==> src/rtl/rahe_pkg.sv <==
// ----------------------------------------------------------------------------
// rahe_pkg: shared types and constants of the rotor angle Hall emulator
// Field widths, fixed-point angle constants, register indexes, the request
// and response structs of the serial scaler, and the sector/Hall lookups.
// ----------------------------------------------------------------------------
package rahe_pkg;

  localparam int FRAC_BITS  = 16;
  localparam int ELAPSED_W  = 16;
  localparam int DT_W       = 14;
  localparam int PULSE_W    = 11;
  localparam int ANGLE_W    = 25;
  localparam int SPEED_W    = 32;
  localparam int ACCEL_W    = 33;
  localparam int SETPT_W    = 24;
  localparam int SECTOR_W   = 3;
  localparam int HALL_W     = 3;
  localparam int CFG_IDX_W  = 3;
  localparam int CFG_DATA_W = 33;

  // serial scaler: round(mag * dt / 1e6)
  localparam int MAG_W      = 33;
  localparam int PROD_W     = MAG_W + DT_W;
  localparam int REM_W      = 20;
  localparam int REM_X_W    = REM_W + 1;
  localparam int QUOT_W     = 28;
  localparam int STEP_CNT_W = $clog2(PROD_W);

  // signed angle sum before wrapping
  localparam int SUM_W      = 30;

  localparam logic [DT_W-1:0]    MIN_UPDATE_US  = DT_W'(1000);
  localparam logic [DT_W-1:0]    MAX_ELAPSED_US = DT_W'(16383);
  localparam logic [PULSE_W-1:0] PULSE_WIDTH_US = PULSE_W'(1200);
  localparam int                 GATE_WIDTH_DEG = 6;

  localparam logic [REM_X_W-1:0] US_PER_S = REM_X_W'(1000000);
  localparam logic [REM_W-1:0]   US_HALF  = REM_W'(500000);

  localparam logic [ANGLE_W-1:0] DEG_60   = ANGLE_W'(60 << FRAC_BITS);
  localparam logic [ANGLE_W-1:0] DEG_180  = ANGLE_W'(180 << FRAC_BITS);
  localparam logic [ANGLE_W-1:0] DEG_360  = ANGLE_W'(360 << FRAC_BITS);
  localparam logic [ANGLE_W-1:0] DEG_GATE = ANGLE_W'(GATE_WIDTH_DEG << FRAC_BITS);
  localparam logic signed [SUM_W-1:0] SUM_360 = SUM_W'(360 << FRAC_BITS);

  localparam logic [SPEED_W-1:0] TARGET_RST = SPEED_W'(30 << FRAC_BITS);
  localparam logic [ACCEL_W-1:0] ACCEL_RST  = ACCEL_W'(180 << FRAC_BITS);
  localparam logic [SETPT_W-1:0] SETPT_RST  = SETPT_W'(90 << FRAC_BITS);

  typedef enum logic [CFG_IDX_W-1:0] {
    REG_ENABLE   = 3'd0,
    REG_FAULT    = 3'd1,
    REG_TARGET   = 3'd2,
    REG_ACCEL    = 3'd3,
    REG_SETPOINT = 3'd4
  } cfg_reg_t;

  typedef struct packed {
    logic              start;
    logic [MAG_W-1:0]  mag;
    logic [DT_W-1:0]   dt;
  } scale_req_t;

  typedef struct packed {
    logic              done;
    logic [QUOT_W-1:0] result;
  } scale_rsp_t;

  function automatic logic [SECTOR_W-1:0] sector_of(input logic [ANGLE_W-1:0] ang);
    logic [SECTOR_W-1:0] s;
    priority if (ang >= ANGLE_W'(5 * (60 << FRAC_BITS))) s = 3'd5;
    else if (ang >= ANGLE_W'(4 * (60 << FRAC_BITS)))     s = 3'd4;
    else if (ang >= ANGLE_W'(3 * (60 << FRAC_BITS)))     s = 3'd3;
    else if (ang >= ANGLE_W'(2 * (60 << FRAC_BITS)))     s = 3'd2;
    else if (ang >= DEG_60)                              s = 3'd1;
    else                                                 s = 3'd0;
    return s;
  endfunction

  function automatic logic [HALL_W-1:0] hall_of(input logic [SECTOR_W-1:0] sec);
    logic [HALL_W-1:0] h;
    unique case (sec)
      3'd0:    h = 3'b001;
      3'd1:    h = 3'b101;
      3'd2:    h = 3'b100;
      3'd3:    h = 3'b110;
      3'd4:    h = 3'b010;
      3'd5:    h = 3'b011;
      default: h = 3'b000;
    endcase
    return h;
  endfunction

endpackage

==> src/rtl/rahe_in_if.sv <==
// ----------------------------------------------------------------------------
// rahe_in_if: tick channel
// Valid/ready channel carrying the microseconds elapsed since the last tick.
// ----------------------------------------------------------------------------
interface rahe_in_if;
  logic                           valid;
  logic                           ready;
  logic [rahe_pkg::ELAPSED_W-1:0] elapsed_us;

  modport source (output valid, output elapsed_us, input ready);
  modport sink   (input valid, input elapsed_us, output ready);
endinterface

==> src/rtl/rahe_out_if.sv <==
// ----------------------------------------------------------------------------
// rahe_out_if: result channel
// Valid/ready channel carrying the emulated sensor state after each tick.
// ----------------------------------------------------------------------------
interface rahe_out_if;
  logic                                valid;
  logic                                ready;
  logic                                updated;
  logic [rahe_pkg::ANGLE_W-1:0]        angle;
  logic signed [rahe_pkg::SPEED_W-1:0] speed_now;
  logic [rahe_pkg::SECTOR_W-1:0]       sector;
  logic [rahe_pkg::HALL_W-1:0]         hall_code;
  logic                                zero_cross;
  logic                                index_mark;
  logic                                gate_open;
  logic                                fault_out;

  modport source (output valid, output updated, output angle, output speed_now,
                  output sector, output hall_code, output zero_cross,
                  output index_mark, output gate_open, output fault_out,
                  input ready);
  modport sink   (input valid, input updated, input angle, input speed_now,
                  input sector, input hall_code, input zero_cross,
                  input index_mark, input gate_open, input fault_out,
                  output ready);
endinterface

==> src/rtl/rahe_scale.sv <==
// ----------------------------------------------------------------------------
// rahe_scale: bit-serial time scaler
// Computes round(mag * dt / 1e6), ties up, with a shift-add multiply over the
// bits of dt followed by a restoring divide, one bit per cycle.
// ----------------------------------------------------------------------------
module rahe_scale (
  input  logic                 clk,
  input  logic                 rst_n,
  input  rahe_pkg::scale_req_t req,
  output rahe_pkg::scale_rsp_t rsp
);

  typedef enum logic [3:0] {
    SC_IDLE = 4'b0001,
    SC_MUL  = 4'b0010,
    SC_DIV  = 4'b0100,
    SC_RND  = 4'b1000
  } sc_state_t;

  sc_state_t                          state_r, state_nxt;
  logic [rahe_pkg::STEP_CNT_W-1:0]    cnt_r, cnt_nxt;
  logic [rahe_pkg::MAG_W-1:0]         mag_r, mag_nxt;
  logic [rahe_pkg::DT_W-1:0]          dt_r, dt_nxt;
  logic [rahe_pkg::PROD_W-1:0]        prod_r, prod_nxt;
  logic [rahe_pkg::REM_W-1:0]         rem_r, rem_nxt;
  logic [rahe_pkg::QUOT_W-1:0]        quot_r, quot_nxt;
  logic [rahe_pkg::QUOT_W-1:0]        res_r, res_nxt;
  logic                               done_r, done_nxt;
  logic [rahe_pkg::REM_X_W-1:0]       trial;
  logic                               fits;

  assign trial = {rem_r, prod_r[rahe_pkg::PROD_W-1]};
  assign fits  = (trial >= rahe_pkg::US_PER_S);

  always_comb begin
    state_nxt = state_r;
    cnt_nxt   = cnt_r;
    mag_nxt   = mag_r;
    dt_nxt    = dt_r;
    prod_nxt  = prod_r;
    rem_nxt   = rem_r;
    quot_nxt  = quot_r;
    res_nxt   = res_r;
    done_nxt  = 1'b0;
    unique case (state_r)
      SC_IDLE: begin
        if (req.start) begin
          mag_nxt   = req.mag;
          dt_nxt    = req.dt;
          prod_nxt  = '0;
          cnt_nxt   = rahe_pkg::STEP_CNT_W'(rahe_pkg::DT_W - 1);
          state_nxt = SC_MUL;
        end
      end
      SC_MUL: begin
        // msb first: shift the partial product and add mag when the dt bit is set
        prod_nxt = {prod_r[rahe_pkg::PROD_W-2:0], 1'b0}
                 + (dt_r[rahe_pkg::DT_W-1] ? rahe_pkg::PROD_W'(mag_r) : '0);
        dt_nxt   = {dt_r[rahe_pkg::DT_W-2:0], 1'b0};
        if (cnt_r == '0) begin
          cnt_nxt   = rahe_pkg::STEP_CNT_W'(rahe_pkg::PROD_W - 1);
          rem_nxt   = '0;
          quot_nxt  = '0;
          state_nxt = SC_DIV;
        end else begin
          cnt_nxt = cnt_r - 1'b1;
        end
      end
      SC_DIV: begin
        rem_nxt  = fits ? rahe_pkg::REM_W'(trial - rahe_pkg::US_PER_S)
                        : trial[rahe_pkg::REM_W-1:0];
        quot_nxt = {quot_r[rahe_pkg::QUOT_W-2:0], fits};
        prod_nxt = {prod_r[rahe_pkg::PROD_W-2:0], 1'b0};
        if (cnt_r == '0) begin
          state_nxt = SC_RND;
        end else begin
          cnt_nxt = cnt_r - 1'b1;
        end
      end
      SC_RND: begin
        // remainder at or above half a second rounds up
        res_nxt   = quot_r + rahe_pkg::QUOT_W'(rem_r >= rahe_pkg::US_HALF);
        done_nxt  = 1'b1;
        state_nxt = SC_IDLE;
      end
      default: state_nxt = SC_IDLE;
    endcase
  end

  always_ff @(posedge clk) begin
    if (!rst_n) begin
      state_r <= SC_IDLE;
      cnt_r   <= '0;
      done_r  <= 1'b0;
    end else begin
      state_r <= state_nxt;
      cnt_r   <= cnt_nxt;
      done_r  <= done_nxt;
    end
  end

  always_ff @(posedge clk) begin
    mag_r  <= mag_nxt;
    dt_r   <= dt_nxt;
    prod_r <= prod_nxt;
    rem_r  <= rem_nxt;
    quot_r <= quot_nxt;
    res_r  <= res_nxt;
  end

  assign rsp.done   = done_r;
  assign rsp.result = res_r;

  a_start_idle: assert property (@(posedge clk) disable iff (!rst_n)
    req.start |-> state_r == SC_IDLE)
    else $error("scaler started while busy");

  a_rem_bound: assert property (@(posedge clk) disable iff (!rst_n)
    state_r == SC_DIV |=> rem_r < rahe_pkg::REM_W'(1000000))
    else $error("divide remainder out of range");

  a_done_pulse: assert property (@(posedge clk) disable iff (!rst_n)
    done_r |-> $past(state_r) == SC_RND)
    else $error("done without a rounding step");

endmodule

==> src/rtl/rotor_angle_hall_emulator.sv <==
// ----------------------------------------------------------------------------
// rotor_angle_hall_emulator: rotor angle and Hall sensor emulator
// Accumulates tick time, ramps speed, advances and wraps the rotor angle and
// derives sector, Hall code, zero-cross/index pulses and the gate window.
// ----------------------------------------------------------------------------
// Usage:
//   in_ch carries one tick transaction with elapsed_us; out_ch returns exactly one result
//   transaction per tick. cfg_we/cfg_index/cfg_wdata write the five registers (enable,
//   fault_flag, target_speed, accel_rate, angle_setpoint); the user must write them only
//   while no tick is in flight, which the block does not enforce; unknown indexes are ignored.
// Timing:
//   One tick at a time. A tick that does not run a simulation step goes from
//   acceptance straight to the finishing state. A tick that runs a step uses
//   the shared bit-serial scaler twice (speed change, then angle change), each
//   pass a multiply over the bits of dt, a divide and a rounding step, and
//   the angle wrap then folds the sum into one turn. When the work ends the
//   result is loaded into the output register that drives out_ch.
// Reset and stalls:
//   rst_n clears the rotor state and reloads the register defaults; the
//   first tick after reset only starts timing. The result sits in an output
//   register; while out_ch is stalled the block finishes the next tick's work
//   and then waits for that register to drain.
// ----------------------------------------------------------------------------
module rotor_angle_hall_emulator (
  input  logic                            clk,
  input  logic                            rst_n,
  rahe_in_if.sink                         in_ch,
  rahe_out_if.source                      out_ch,
  input  logic                            cfg_we,
  input  logic [rahe_pkg::CFG_IDX_W-1:0]  cfg_index,
  input  logic [rahe_pkg::CFG_DATA_W-1:0] cfg_wdata
);

  typedef enum logic [7:0] {
    ST_IDLE     = 8'b0000_0001,
    ST_ACC_WAIT = 8'b0000_0010,
    ST_RAMP     = 8'b0000_0100,
    ST_SPD_GO   = 8'b0000_1000,
    ST_SPD_WAIT = 8'b0001_0000,
    ST_ADVANCE  = 8'b0010_0000,
    ST_WRAP     = 8'b0100_0000,
    ST_FINISH   = 8'b1000_0000
  } state_t;

  localparam int RAMP_W = rahe_pkg::SPEED_W + 2;

  state_t                                state_r, state_nxt;
  logic                                  enable_r, enable_nxt;
  logic                                  fault_r, fault_nxt;
  logic signed [rahe_pkg::SPEED_W-1:0]   target_r, target_nxt;
  logic [rahe_pkg::ACCEL_W-1:0]          accel_r, accel_nxt;
  logic [rahe_pkg::SETPT_W-1:0]          setpt_r, setpt_nxt;

  logic                                  started_r, started_nxt;
  logic [rahe_pkg::DT_W-1:0]             since_r, since_nxt;
  logic [rahe_pkg::DT_W-1:0]             dt_r, dt_nxt;
  logic [rahe_pkg::ANGLE_W-1:0]          angle_r, angle_nxt;
  logic [rahe_pkg::ANGLE_W-1:0]          prev_r, prev_nxt;
  logic signed [rahe_pkg::SPEED_W-1:0]   speed_r, speed_nxt;
  logic signed [rahe_pkg::SUM_W-1:0]     sum_r, sum_nxt;
  logic [rahe_pkg::PULSE_W-1:0]          zc_r, zc_nxt;
  logic [rahe_pkg::PULSE_W-1:0]          idx_r, idx_nxt;
  logic                                  gate_r, gate_nxt;
  logic                                  step_r, step_nxt;

  logic                                  out_valid_r, out_valid_nxt;
  logic                                  o_updated_r;
  logic [rahe_pkg::ANGLE_W-1:0]          o_angle_r;
  logic signed [rahe_pkg::SPEED_W-1:0]   o_speed_r;
  logic [rahe_pkg::SECTOR_W-1:0]         o_sector_r;
  logic [rahe_pkg::HALL_W-1:0]           o_hall_r;
  logic                                  o_zc_r;
  logic                                  o_idx_r;
  logic                                  o_gate_r;
  logic                                  o_fault_r;
  logic                                  out_load;

  rahe_pkg::scale_req_t                  req;
  rahe_pkg::scale_rsp_t                  rsp;

  // tick bookkeeping
  logic                                  in_acc;
  logic [rahe_pkg::DT_W+2:0]             acc_sum;
  logic [rahe_pkg::DT_W-1:0]             acc_sat;
  logic                                  run_step;
  logic [rahe_pkg::ELAPSED_W-1:0]        e_in;

  // speed ramp
  logic signed [rahe_pkg::SPEED_W-1:0]   desired;
  logic signed [RAMP_W-1:0]              spd_x, des_x, dlt_x, up_x, dn_x, ramp_x;
  logic [rahe_pkg::SPEED_W-1:0]          spd_mag;

  // angle advance and flags
  logic signed [rahe_pkg::SUM_W-1:0]     prev_x, adv_x;
  logic                                  crossed, wrapped, gate_calc;
  logic [rahe_pkg::ANGLE_W-1:0]          half, sp_lo, sp_hi;
  logic [rahe_pkg::PULSE_W-1:0]          zc_fin, idx_fin;
  logic                                  gate_fin;
  logic [rahe_pkg::SECTOR_W-1:0]         sec_now;

  rahe_scale u_scale (
    .clk   (clk),
    .rst_n (rst_n),
    .req   (req),
    .rsp   (rsp)
  );

  assign in_ch.ready = (state_r == ST_IDLE);
  assign in_acc      = in_ch.valid & in_ch.ready;
  assign e_in        = in_ch.elapsed_us;
  assign acc_sum     = (rahe_pkg::DT_W+3)'(since_r) + (rahe_pkg::DT_W+3)'(e_in);
  assign acc_sat     = (acc_sum > (rahe_pkg::DT_W+3)'(rahe_pkg::MAX_ELAPSED_US))
                       ? rahe_pkg::MAX_ELAPSED_US : acc_sum[rahe_pkg::DT_W-1:0];
  assign run_step    = started_r & (acc_sat >= rahe_pkg::MIN_UPDATE_US);

  assign desired = (enable_r & ~fault_r) ? target_r : '0;
  assign spd_x   = RAMP_W'(speed_r);
  assign des_x   = RAMP_W'(desired);
  assign dlt_x   = $signed(RAMP_W'(rsp.result));
  assign up_x    = spd_x + dlt_x;
  assign dn_x    = spd_x - dlt_x;
  assign spd_mag = speed_r[rahe_pkg::SPEED_W-1] ? rahe_pkg::SPEED_W'(-speed_r)
                                                : rahe_pkg::SPEED_W'(speed_r);

  always_comb begin
    priority if (spd_x < des_x) ramp_x = (up_x < des_x) ? up_x : des_x;
    else if (spd_x > des_x)     ramp_x = (dn_x > des_x) ? dn_x : des_x;
    else                        ramp_x = spd_x;
  end

  assign prev_x = $signed(rahe_pkg::SUM_W'(angle_r));
  assign adv_x  = $signed(rahe_pkg::SUM_W'(rsp.result));

  assign crossed   = (prev_r < rahe_pkg::DEG_180) & (angle_r >= rahe_pkg::DEG_180);
  assign wrapped   = speed_r[rahe_pkg::SPEED_W-1] ? (angle_r > prev_r) : (angle_r < prev_r);
  assign half      = (angle_r >= rahe_pkg::DEG_180) ? angle_r - rahe_pkg::DEG_180 : angle_r;
  assign sp_lo     = rahe_pkg::ANGLE_W'(setpt_r);
  assign sp_hi     = sp_lo + rahe_pkg::DEG_GATE;
  assign gate_calc = enable_r & ~fault_r & (half >= sp_lo) & (half < sp_hi);

  assign zc_fin   = (step_r & (crossed | wrapped)) ? rahe_pkg::PULSE_WIDTH_US : zc_r;
  assign idx_fin  = (step_r & wrapped) ? rahe_pkg::PULSE_WIDTH_US : idx_r;
  assign gate_fin = step_r ? gate_calc : gate_r;
  assign sec_now  = rahe_pkg::sector_of(angle_r);

  assign out_load = (state_r == ST_FINISH) & (~out_valid_r | out_ch.ready);

  always_comb begin
    state_nxt     = state_r;
    enable_nxt    = enable_r;
    fault_nxt     = fault_r;
    target_nxt    = target_r;
    accel_nxt     = accel_r;
    setpt_nxt     = setpt_r;
    started_nxt   = started_r;
    since_nxt     = since_r;
    dt_nxt        = dt_r;
    angle_nxt     = angle_r;
    prev_nxt      = prev_r;
    speed_nxt     = speed_r;
    sum_nxt       = sum_r;
    zc_nxt        = zc_r;
    idx_nxt       = idx_r;
    gate_nxt      = gate_r;
    step_nxt      = step_r;
    out_valid_nxt = out_valid_r & ~out_ch.ready;
    req.start     = 1'b0;
    req.mag       = accel_r;
    req.dt        = acc_sat;

    if (cfg_we) begin
      unique case (cfg_index)
        rahe_pkg::REG_ENABLE:   enable_nxt = cfg_wdata[0];
        rahe_pkg::REG_FAULT:    fault_nxt  = cfg_wdata[0];
        rahe_pkg::REG_TARGET:   target_nxt = $signed(cfg_wdata[rahe_pkg::SPEED_W-1:0]);
        rahe_pkg::REG_ACCEL:    accel_nxt  = cfg_wdata[rahe_pkg::ACCEL_W-1:0];
        rahe_pkg::REG_SETPOINT: setpt_nxt  = cfg_wdata[rahe_pkg::SETPT_W-1:0];
        default: ;
      endcase
    end

    unique case (state_r)
      ST_IDLE: begin
        if (in_acc) begin
          // pulse stretchers count down by the tick time on every transaction
          zc_nxt  = ((rahe_pkg::ELAPSED_W)'(zc_r) > e_in)
                    ? zc_r - e_in[rahe_pkg::PULSE_W-1:0] : '0;
          idx_nxt = ((rahe_pkg::ELAPSED_W)'(idx_r) > e_in)
                    ? idx_r - e_in[rahe_pkg::PULSE_W-1:0] : '0;
          if (!started_r) begin
            started_nxt = 1'b1;
            step_nxt    = 1'b0;
            state_nxt   = ST_FINISH;
          end else if (run_step) begin
            since_nxt = '0;
            dt_nxt    = acc_sat;
            step_nxt  = 1'b1;
            req.start = 1'b1;
            state_nxt = ST_ACC_WAIT;
          end else begin
            since_nxt = acc_sat;
            step_nxt  = 1'b0;
            state_nxt = ST_FINISH;
          end
        end
      end
      ST_ACC_WAIT: begin
        if (rsp.done) state_nxt = ST_RAMP;
      end
      ST_RAMP: begin
        speed_nxt = rahe_pkg::SPEED_W'(ramp_x);
        state_nxt = ST_SPD_GO;
      end
      ST_SPD_GO: begin
        req.start = 1'b1;
        req.mag   = rahe_pkg::MAG_W'(spd_mag);
        req.dt    = dt_r;
        state_nxt = ST_SPD_WAIT;
      end
      ST_SPD_WAIT: begin
        if (rsp.done) state_nxt = ST_ADVANCE;
      end
      ST_ADVANCE: begin
        prev_nxt  = angle_r;
        sum_nxt   = speed_r[rahe_pkg::SPEED_W-1] ? prev_x - adv_x : prev_x + adv_x;
        state_nxt = ST_WRAP;
      end
      ST_WRAP: begin
        // fold into one turn, one 360 degree correction per cycle
        priority if (sum_r >= rahe_pkg::SUM_360) begin
          sum_nxt = sum_r - rahe_pkg::SUM_360;
        end else if (sum_r < 0) begin
          sum_nxt = sum_r + rahe_pkg::SUM_360;
        end else begin
          angle_nxt = sum_r[rahe_pkg::ANGLE_W-1:0];
          state_nxt = ST_FINISH;
        end
      end
      ST_FINISH: begin
        if (out_load) begin
          zc_nxt        = zc_fin;
          idx_nxt       = idx_fin;
          gate_nxt      = gate_fin;
          out_valid_nxt = 1'b1;
          state_nxt     = ST_IDLE;
        end
      end
      default: state_nxt = ST_IDLE;
    endcase
  end

  always_ff @(posedge clk) begin
    if (!rst_n) begin
      state_r     <= ST_IDLE;
      enable_r    <= 1'b0;
      fault_r     <= 1'b0;
      target_r    <= $signed(rahe_pkg::TARGET_RST);
      accel_r     <= rahe_pkg::ACCEL_RST;
      setpt_r     <= rahe_pkg::SETPT_RST;
      started_r   <= 1'b0;
      since_r     <= '0;
      angle_r     <= '0;
      speed_r     <= '0;
      zc_r        <= '0;
      idx_r       <= '0;
      gate_r      <= 1'b0;
      step_r      <= 1'b0;
      out_valid_r <= 1'b0;
    end else begin
      state_r     <= state_nxt;
      enable_r    <= enable_nxt;
      fault_r     <= fault_nxt;
      target_r    <= target_nxt;
      accel_r     <= accel_nxt;
      setpt_r     <= setpt_nxt;
      started_r   <= started_nxt;
      since_r     <= since_nxt;
      angle_r     <= angle_nxt;
      speed_r     <= speed_nxt;
      zc_r        <= zc_nxt;
      idx_r       <= idx_nxt;
      gate_r      <= gate_nxt;
      step_r      <= step_nxt;
      out_valid_r <= out_valid_nxt;
    end
  end

  always_ff @(posedge clk) begin
    dt_r   <= dt_nxt;
    prev_r <= prev_nxt;
    sum_r  <= sum_nxt;
    if (out_load) begin
      o_updated_r <= step_r;
      o_angle_r   <= angle_r;
      o_speed_r   <= speed_r;
      o_sector_r  <= sec_now;
      o_hall_r    <= rahe_pkg::hall_of(sec_now);
      o_zc_r      <= (zc_fin != '0);
      o_idx_r     <= (idx_fin != '0);
      o_gate_r    <= gate_fin;
      o_fault_r   <= fault_r;
    end
  end

  assign out_ch.valid      = out_valid_r;
  assign out_ch.updated    = o_updated_r;
  assign out_ch.angle      = o_angle_r;
  assign out_ch.speed_now  = o_speed_r;
  assign out_ch.sector     = o_sector_r;
  assign out_ch.hall_code  = o_hall_r;
  assign out_ch.zero_cross = o_zc_r;
  assign out_ch.index_mark = o_idx_r;
  assign out_ch.gate_open  = o_gate_r;
  assign out_ch.fault_out  = o_fault_r;

  a_angle_range: assert property (@(posedge clk) disable iff (!rst_n)
    angle_r < rahe_pkg::DEG_360)
    else $error("rotor angle left one turn");

  a_since_range: assert property (@(posedge clk) disable iff (!rst_n)
    since_r < rahe_pkg::MIN_UPDATE_US)
    else $error("time accumulator kept a full update period");

  a_done_wait: assert property (@(posedge clk) disable iff (!rst_n)
    rsp.done |-> (state_r == ST_ACC_WAIT || state_r == ST_SPD_WAIT))
    else $error("scaler finished while nobody waited");

  a_started_holds: assert property (@(posedge clk) disable iff (!rst_n)
    started_r |=> started_r)
    else $error("started flag dropped");

  a_step_after_start: assert property (@(posedge clk) disable iff (!rst_n)
    (state_r == ST_ACC_WAIT) |-> (started_r && step_r))
    else $error("step running before timing started");

endmodule
==> src/flat_wrapper.sv <==
// flat-port wrapper written by rule: the top's interface ports become plain ports
module rotor_angle_hall_emulator_flat 
  (clk, rst_n, cfg_we, cfg_index, cfg_wdata, in_ch_valid, in_ch_elapsed_us, in_ch_ready, out_ch_valid, out_ch_updated, out_ch_angle, out_ch_speed_now, out_ch_sector, out_ch_hall_code, out_ch_zero_cross, out_ch_index_mark, out_ch_gate_open, out_ch_fault_out, out_ch_ready);
  rahe_in_if in_ch_i ();
  rahe_out_if out_ch_i ();
  input  logic clk;
  input  logic rst_n;
  input  logic cfg_we;
  input  logic [rahe_pkg::CFG_IDX_W-1:0] cfg_index;
  input  logic [rahe_pkg::CFG_DATA_W-1:0] cfg_wdata;
  input wire logic [$bits(in_ch_i.valid)-1:0] in_ch_valid;
  input wire logic [$bits(in_ch_i.elapsed_us)-1:0] in_ch_elapsed_us;
  output wire logic [$bits(in_ch_i.ready)-1:0] in_ch_ready;
  output wire logic [$bits(out_ch_i.valid)-1:0] out_ch_valid;
  output wire logic [$bits(out_ch_i.updated)-1:0] out_ch_updated;
  output wire logic [$bits(out_ch_i.angle)-1:0] out_ch_angle;
  output wire logic [$bits(out_ch_i.speed_now)-1:0] out_ch_speed_now;
  output wire logic [$bits(out_ch_i.sector)-1:0] out_ch_sector;
  output wire logic [$bits(out_ch_i.hall_code)-1:0] out_ch_hall_code;
  output wire logic [$bits(out_ch_i.zero_cross)-1:0] out_ch_zero_cross;
  output wire logic [$bits(out_ch_i.index_mark)-1:0] out_ch_index_mark;
  output wire logic [$bits(out_ch_i.gate_open)-1:0] out_ch_gate_open;
  output wire logic [$bits(out_ch_i.fault_out)-1:0] out_ch_fault_out;
  input wire logic [$bits(out_ch_i.ready)-1:0] out_ch_ready;
  assign in_ch_i.valid = in_ch_valid;
  assign in_ch_i.elapsed_us = in_ch_elapsed_us;
  assign in_ch_ready = in_ch_i.ready;
  assign out_ch_valid = out_ch_i.valid;
  assign out_ch_updated = out_ch_i.updated;
  assign out_ch_angle = out_ch_i.angle;
  assign out_ch_speed_now = out_ch_i.speed_now;
  assign out_ch_sector = out_ch_i.sector;
  assign out_ch_hall_code = out_ch_i.hall_code;
  assign out_ch_zero_cross = out_ch_i.zero_cross;
  assign out_ch_index_mark = out_ch_i.index_mark;
  assign out_ch_gate_open = out_ch_i.gate_open;
  assign out_ch_fault_out = out_ch_i.fault_out;
  assign out_ch_i.ready = out_ch_ready;
  rotor_angle_hall_emulator u_core (.clk(clk), .rst_n(rst_n), .in_ch(in_ch_i), .out_ch(out_ch_i), .cfg_we(cfg_we), .cfg_index(cfg_index), .cfg_wdata(cfg_wdata));
endmodule
==> config.mk <==
export PLATFORM = sky130hd
export DESIGN_NAME = rotor_angle_hall_emulator_flat
export DESIGN_NICKNAME = d
export VERILOG_FILES = /design/src/rtl/rahe_pkg.sv /design/src/rtl/rahe_in_if.sv /design/src/rtl/rahe_out_if.sv /design/src/rtl/rahe_scale.sv /design/src/rtl/rotor_angle_hall_emulator.sv /design/src/flat_wrapper.sv
export SDC_FILE = /design/constraint.sdc
export NUM_CORES = 2
export LEC_CHECK = 0
export ABC_AREA = 1
export BUFFER_PORTS_ARGS = -buffer_cell sky130_fd_sc_hd__buf_2
export CAP_MARGIN = 20
export CORE_ASPECT_RATIO = 0.75
export CORE_UTILIZATION = 25
export DETAILED_ROUTE_END_ITERATION = 12
export GPL_TIMING_DRIVEN = 0
export PLACE_DENSITY = 0.45
export SLEW_MARGIN = 30
export SYNTH_ARGS = -nofsm -noshare
export SYNTH_HDL_FRONTEND = slang
export SYNTH_SLANG_ARGS = --single-unit
export TNS_END_PERCENT = 5
==> constraint.sdc <==
create_clock -name clk -period 5.6 [get_ports clk]
set_input_delay 0.56 -clock clk [delete_from_list [all_inputs] [get_ports clk]]
set_output_delay 0.56 -clock clk [all_outputs]
set_load 0.1 [all_outputs]
# ---- After elaboration in Yosys (flattened, before gate mapping)
# Index checks and enable logic that the tools add are counted.
dict set report word_totals {
  reg_bits 514
  inputBits 57
  out_inout_bits 70
}
dict set report classes {
  add_sub_neg 16
  magnitude_cmp 22
  n_eq_ne 32
  mux 66
  bitwise_logic 17
  n_reduce_logical 31
}
# op n
set op_table {}
lappend op_table {{2-to-1 mux 32 bit} 6}
lappend op_table {{case mux 47 bit (3 select lines)} 1}
lappend op_table {{2-to-1 mux 30 bit} 3}
lappend op_table {{2-to-1 mux 11 bit} 8}
lappend op_table {{2-to-1 mux 8 bit} 8}
lappend op_table {{case mux 8 bit (8 select lines)} 1}
lappend op_table {{case mux 30 bit (2 select lines)} 1}
lappend op_table {{case mux 28 bit (2 select lines)} 1}
lappend op_table {{>= comparator 25 x 24 -> 1 bit (second input constant)} 2}
lappend op_table {{< comparator 25 bit} 2}
lappend op_table {{adder 47 x 33 -> 47 bit} 1}
lappend op_table {{2-to-1 mux 47 bit} 1}
lappend op_table {{2-to-1 mux 46 bit} 1}
lappend op_table {{case mux 11 bit (2 select lines)} 2}
lappend op_table {{2-to-1 mux 14 bit} 3}
lappend op_table {{2-to-1 mux 20 bit} 2}
lappend op_table {{case mux 20 bit (2 select lines)} 1}
lappend op_table {{adder 32 x 29 -> 33 bit} 1}
lappend op_table {{greater-than comparator 33 x 32 -> 1 bit} 1}
lappend op_table {{< comparator 33 x 32 -> 1 bit} 1}
lappend op_table {{2-to-1 mux 33 bit} 1}
lappend op_table {{subtractor 32 x 29 -> 33 bit} 1}
lappend op_table {{greater-than comparator 11 x 16 -> 1 bit} 2}
lappend op_table {{greater-than comparator 32 bit} 1}
lappend op_table {{other kinds (66)} 132}

# ---- Depth between registers and ports, before layout
dict set report logic_depth {
  ltp_word 11
  ltp_mapped 32
  depth_no_buf 31
}

# ---- By module
# A second synthesis with hierarchy kept.
dict set report hier_totals {
  cells_unflattened 5365
  area_unflattened_um2 38305.5
}
# mod instances cells_per_inst area_each_um2
set modules_own_cells {}
lappend modules_own_cells {rotor_angle_hall_emulator 1 3893 27112.3}
lappend modules_own_cells {rahe_scale 1 1472 11193.2}

# ---- Worst setup path before layout
# No wires, ideal clock.
dict set report synth_timing {
  path_kind {register -> register}
  start {register u_core.state_r[1]}
  end {register u_core.sum_r[19] (netlist name) (enable)}
  setup_ns 0.378
  arrival_time_ns 4.131
  path_slack_ns 1.090
  stages_incl_launch_ff 8
  n_path_buf 0
  cell_sequence {dfxtp_1 > nor2_1 > inv_2 > nor2_1 > inv_2 > nor4_1 > nor2_1 > nor2_1}
}
dict set report synth_via {
  elab_chain_len 3
  elab_cells_between_ends 5
  cone_classes {3 x eq/ne; 2 x reduce/logical}
}
# item line_no
set synth_rtl {}
lappend synth_rtl {{start, declared} rotor_angle_hall_emulator.sv:47} ;# state_t state_r, state_nxt;
lappend synth_rtl {{start signal, assigned} rotor_angle_hall_emulator.sv:270} ;# state_r <= state_nxt;
lappend synth_rtl {{== test 8 x 7 -> 1 bit or == test 8 x 6 -> 1 bit (tied branches)} rotor_angle_hall_emulator.sv:182} ;# unique case (state_r)
lappend synth_rtl {{!= test 3 x 1 -> 1 bit (no source line) or nonzero test 2 bit (tied branches)} n/a}
lappend synth_rtl {{AND reduction 2 bit (no source line) *} n/a}
lappend synth_rtl {{end signal, assigned} rotor_angle_hall_emulator.sv:291} ;# sum_r <= sum_nxt;
lappend synth_rtl {{end, declared} rotor_angle_hall_emulator.sv:60} ;# logic signed [rahe_pkg::SUM_W-1:0] sum_r, sum_nxt;
# Every way passes the cells marked *; elsewhere a longest branch is shown, timed or not.
# A chain may end at the register's enable or synchronous reset.

# ---- Final worst setup path
dict set report layout_timing {
  start {register u_core.speed_r[12] (netlist name)}
  end {register u_core.speed_r[18] (netlist name)}
}
dict set report layout_via {
  elab_chain_len 5
  elab_cells_between_ends 12
  cone_classes {2 x add/sub; 4 x order compare; 4 x mux; 2 x reduce/logical}
}
# item line_no
set layout_rtl {}
lappend layout_rtl {{start, declared} rotor_angle_hall_emulator.sv:59} ;# logic signed [rahe_pkg::SPEED_W-1:0] speed_r, speed_nxt;
lappend layout_rtl {{start signal, assigned} rotor_angle_hall_emulator.sv:279} ;# speed_r <= speed_nxt;
lappend layout_rtl {{subtractor 32 x 29 -> 33 bit} rotor_angle_hall_emulator.sv:121} ;# assign dn_x = spd_x - dlt_x;
lappend layout_rtl {{greater-than comparator 33 x 32 -> 1 bit} rotor_angle_hall_emulator.sv:127} ;# else if (spd_x > des_x) ramp_x = (dn_x > des_x) ? dn_x : des_x;
lappend layout_rtl {{2-to-1 mux 32 bit (2 in a row)} rotor_angle_hall_emulator.sv:127}
lappend layout_rtl {{2-to-1 mux 32 bit} rotor_angle_hall_emulator.sv:126} ;# priority if (spd_x < des_x) ramp_x = (up_x < des_x) ? up_x : des_x;
# Several ways; a longest one is shown, not always the timed one. The select of a mux whose other input is x is not followed.

==> flow_metrics.py <==
metrics = {
    "status": {
        "status": "finished, final reports clean",
    },
    "floorplan": {
        "chipHeight_um": 335,
        "rows": 121,
        "initial_core_util_pct": 25.4,
        "io_pins": 127,
        "core_area_um2": 146000,
        "die_area_um2": 150000,
        "die_w_um": 447,
    },
    "placed_design": {
        "dp_hpwl_um": 124000,
        "dp_slack_ps": -519,
        "port_buffers": 126,
        "placed_area_um2": 40400,
        "gp_congestion": 0.960,
    },
    "routing": {
        "routedWlPerCell_um": 21.3,
        "vias_per_cell": 4.86,
        "drt_first_pass_iters": 6,
        "drt_iter0_markers": 3582,
        "vias": 35282,
        "ant_nets": 0,
        "drc": 0,
        "drt-total-wl_um": 154000,
    },
    "grt": {
        "busiest_layer": "met1",
        "grt_use_met3_pct": 3.93,
        "use_met2_pct": 28.7,
        "first_global_vias": 32167,
        "grt_pass1_wl_um": 222000,
        "antenna_found_initial": 15,
        "grt_overflow": 0,
        "grtUsageTotal_pct": 20.1,
        "grt_util_met1_pct": 30.3,
        "grt_max_degree": 54,
    },
    "worst_setup_path": {
        "end_kind": "flop",
        "critPathMaxFanout": 10,
        "r2r_slack_ps": 210,
        "worst-path-buf-inv": 4,
        "arrival_ps": 5950,
        "worst_path_max_delay_cell": "dfxtp_1",
        "r2r_cells": 23,
        "critPathKind": "reg -> reg",
        "cp.required_ps": 6160,
        "timing.rr.start": "u_core.speed_r[12]$_SDFFE_PN0P_",
        "start_kind": "flop",
        "worst_r2r_endpoint": "u_core.speed_r[18]$_SDFFE_PN0P_",
        "cp_top_family": "simple AND/OR/NAND/NOR gates",
        "worstPathCellList": "ha_1 -> nand2_1 -> nor4_1 -> nand3_1 -> nand2_1 -> inv_1 -> o21bai_1 -> xor2_1 -> inv_1 -> ha_1 -> nand4_1 -> nor2_1 -> nor4b_2 -> nand4_1 -> nand3_1 -> nand2_1 -> nand2_2 -> clkbuf_4 -> nand2_1 -> nand3_1 -> nand3_1 -> nand2_1 -> inv_1",
        "crit_top_cell": "nand2_1",
        "cpPeakStageDelay_ps": 790,
    },
    "synth": {
        "netlist_instances": 5019,
        "syn_area_per_cell_um2": 7.39,
        "synth_top_cell_by_area": "edfxtp_1",
        "synthFlopType": "edfxtp_1",
        "synth.most_common_cell": "nand2_1",
        "yosysSeqAreaShare_pct": 36.0,
        "synth-edff-count": 307,
        "synthTopCellsByArea": "edfxtp_1 (25%), ha_1 (12%), dfxtp_1 (11%)",
        "synth.top_cell.area_share_pct": 24.9,
        "yosys_warnings": 0,
        "syn-cell-area_um2": 37100,
        "synth_common_cells": "nand2_1 (995), inv_1 (676), nor2_1 (544), a21oi_1 (461), o21ai_0 (428)",
        "synth_seq_cells": 514,
        "synthesis.nets": 5425,
        "async_flop_share_pct": 0,
        "synth_cell_types": 67,
    },
    "sta": {
        "setup_slack_ps": 215,
        "slew_headroom_pct": 26.4,
        "fin_crit_ps": 5390,
        "final.setup.tns_ps": 0,
        "max_freq_ghz": 0.186,
        "setup_violations": 0,
        "maxSlewViolCount": 0,
        "worst_pin_slew_ps": 1100,
        "worst_clock_skew_ps": 48.5,
        "finalHoldViolations": 0,
        "min_period_over_period_pct": 96.2,
        "rsz0062_at_grt": "no",
    },
    "clock_tree": {
        "hold_buffers": 0,
        "clkTransAtPathRegs_ps": 60,
        "clock_path_buffers": 3,
        "clk_latency_ps": 700,
        "cts_buffers": 61,
        "cts_tree": "done",
        "ctsRootBufferMaster": "clkbuf_16",
        "cts_sinks": 514,
        "htree_levels": 2,
    },
    "pwr": {
        "ir_drop_v": 0.000267,
        "fin_total_pwr_mw": 11.9,
        "cellPowerDensity_nw_per_um2": 278,
        "p_leak_nw": 19.5,
    },
    "hold_path": {
        "hp-class": "in -> reg",
        "worstHoldPathCells": 3,
        "hp-start": "cfg_wdata[29]",
        "holdPathEnd": "u_core.accel_r[29]$_SDFFE_PN0P_",
    },
    "layout": {
        "num-nets-final": 5636,
        "stdcell_area_um2": 42700,
        "drive_gt1_share_pct": 7.89,
        "fillCellCount": 16047,
        "final_util_pct": 29.2,
        "syn_to_final_growth_pct": 15.2,
    },
    "flow_run": {
        "maxCapViolCount": 0,
    },
}
==> cells by family after synthesis <==
logic type,Yosys count,synth area share [%]
simple gates,2077,24.0
compound gates,1073,15.6
buf+inv,859,8.87
flops,514,36.0
fa+ha+maj,349,11.9
xor+xnor,145,3.43
mux,2,0.0540
==> metal layers <==
layer	vias up	wire [um]
met2	1203	62100
met1	16650	76700
met3	165	11900
met5	-	0
met4	0	3630
li1	17264	-
==> sequential cells by signal, summed over array words and instances, names as in the netlist, 28 cells and up <==
signal,cells
u_core.out_ch.speed_now,32
u_core.target_r,32
u_core.u_scale.mag_r,33
u_core.u_scale.prod_r,47
u_core.sum_r,30
u_core.u_scale.quot_r,28
u_core.speed_r,32
u_core.u_scale.res_r,28
u_core.accel_r,33
==> cell type report <==
type	count	area (um^2)	share of cell area, %
sequential	514	13400	31.3
tap	1968	2460	5.77
multi-input combinational	3646	20500	48.1
antenna	2	5.00	0.0117
buffer	161	688	1.61
clock buffer	81	1730	4.04
timing repair buffer	148	827	1.94
clock inverter	35	437	1.02
inverter	698	2630	6.16
==> stage by stage <==
step                      cells  hold slack [ps]
final                      7253              121
after global routing       7252              102
after CTS                  7246             69.6
after detailed placement   7129              439
after global placement     7113              433
after floorplan            5019              422
==> worst reg2reg max path: stages, from the launching register on <==
cell and delay [ps]:
dfxtp_1 790, ha_1 390, nand2_1 160, nor4_1 610, nand3_1 180, nand2_1 200
inv_1 60, o21bai_1 150, xor2_1 290, inv_1 80, ha_1 280, nand4_1 200
nor2_1 200, nor4b_2 300, nand4_1 160, nand3_1 110, nand2_1 100, nand2_2 220
clkbuf_4 280, nand2_1 80, nand3_1 90, nand3_1 200, nand2_1 120, inv_1 40
==> how the worst max path moves through the flow <==
stage                                            startpoint                              end  slack, ps  cells past startpoint
after global routing         u_core.speed_r[3]$_SDFFE_PN0P_  u_core.speed_r[18]$_SDFFE_PN0P_        0.7                     24
final                       u_core.speed_r[12]$_SDFFE_PN0P_  u_core.speed_r[18]$_SDFFE_PN0P_        210                     23
after floorplan              u_core.state_r[1]$_SDFFE_PN0P_       u_core.sum_r[19]$_DFFE_PP_       1090                      7
after global placement       u_core.state_r[1]$_SDFFE_PN0P_       u_core.sum_r[19]$_DFFE_PP_      -2610                      7
after detailed placement  u_core.u_scale.res_r[1]$_DFFE_PP_  u_core.speed_r[13]$_SDFFE_PN0P_       -520                     25
after CTS                 u_core.u_scale.res_r[0]$_DFFE_PP_   u_core.speed_r[7]$_SDFFE_PN0P_         30                     26
==> repair_timing <==
item | in CTS | in global routing
setup endpoints to repair | 32 | 32
pin swaps | 0 | 1
resized for setup | 8 | 34
buffers inserted | 1 | 4
==> power by group <==
| group | internal, mW | switching, mW |
|---|---|---|
| Sequential | 4.38 | 0.208 |
| Clock | 2.55 | 1.84 |
| Combinational | 0.801 | 2.09 |
| Total | 7.73 | 4.13 |
==> layout by cell type, fill, tap and decap left out, types with 11 or more instances in the layout <==
cell type  instances
clkbuf_2          12
dfxtp_1          195
a21o_1            12
and3_1            12
nor3_1            59
clkbuf_16         65
a31oi_1           18
o21ai_1           14
o211ai_1          47
buf_2            176
o21a_1            14
xnor2_1           17
o22ai_1           13
nand3_1          285
edfxtp_1         307
xor2_1           128
inv_2             18
clkinv_1          13
nand4_1           78
nand2_1          992
or2_2             22
clkbuf_1         109
o21bai_1          16
a21oi_1          458
buf_4             11
inv_1            671
nor4_1            26
o21ai_0          426
nor2_1           542
dfxtp_2           12
ha_1             341
Note: power is estimated with default switching activity, not from simulation.
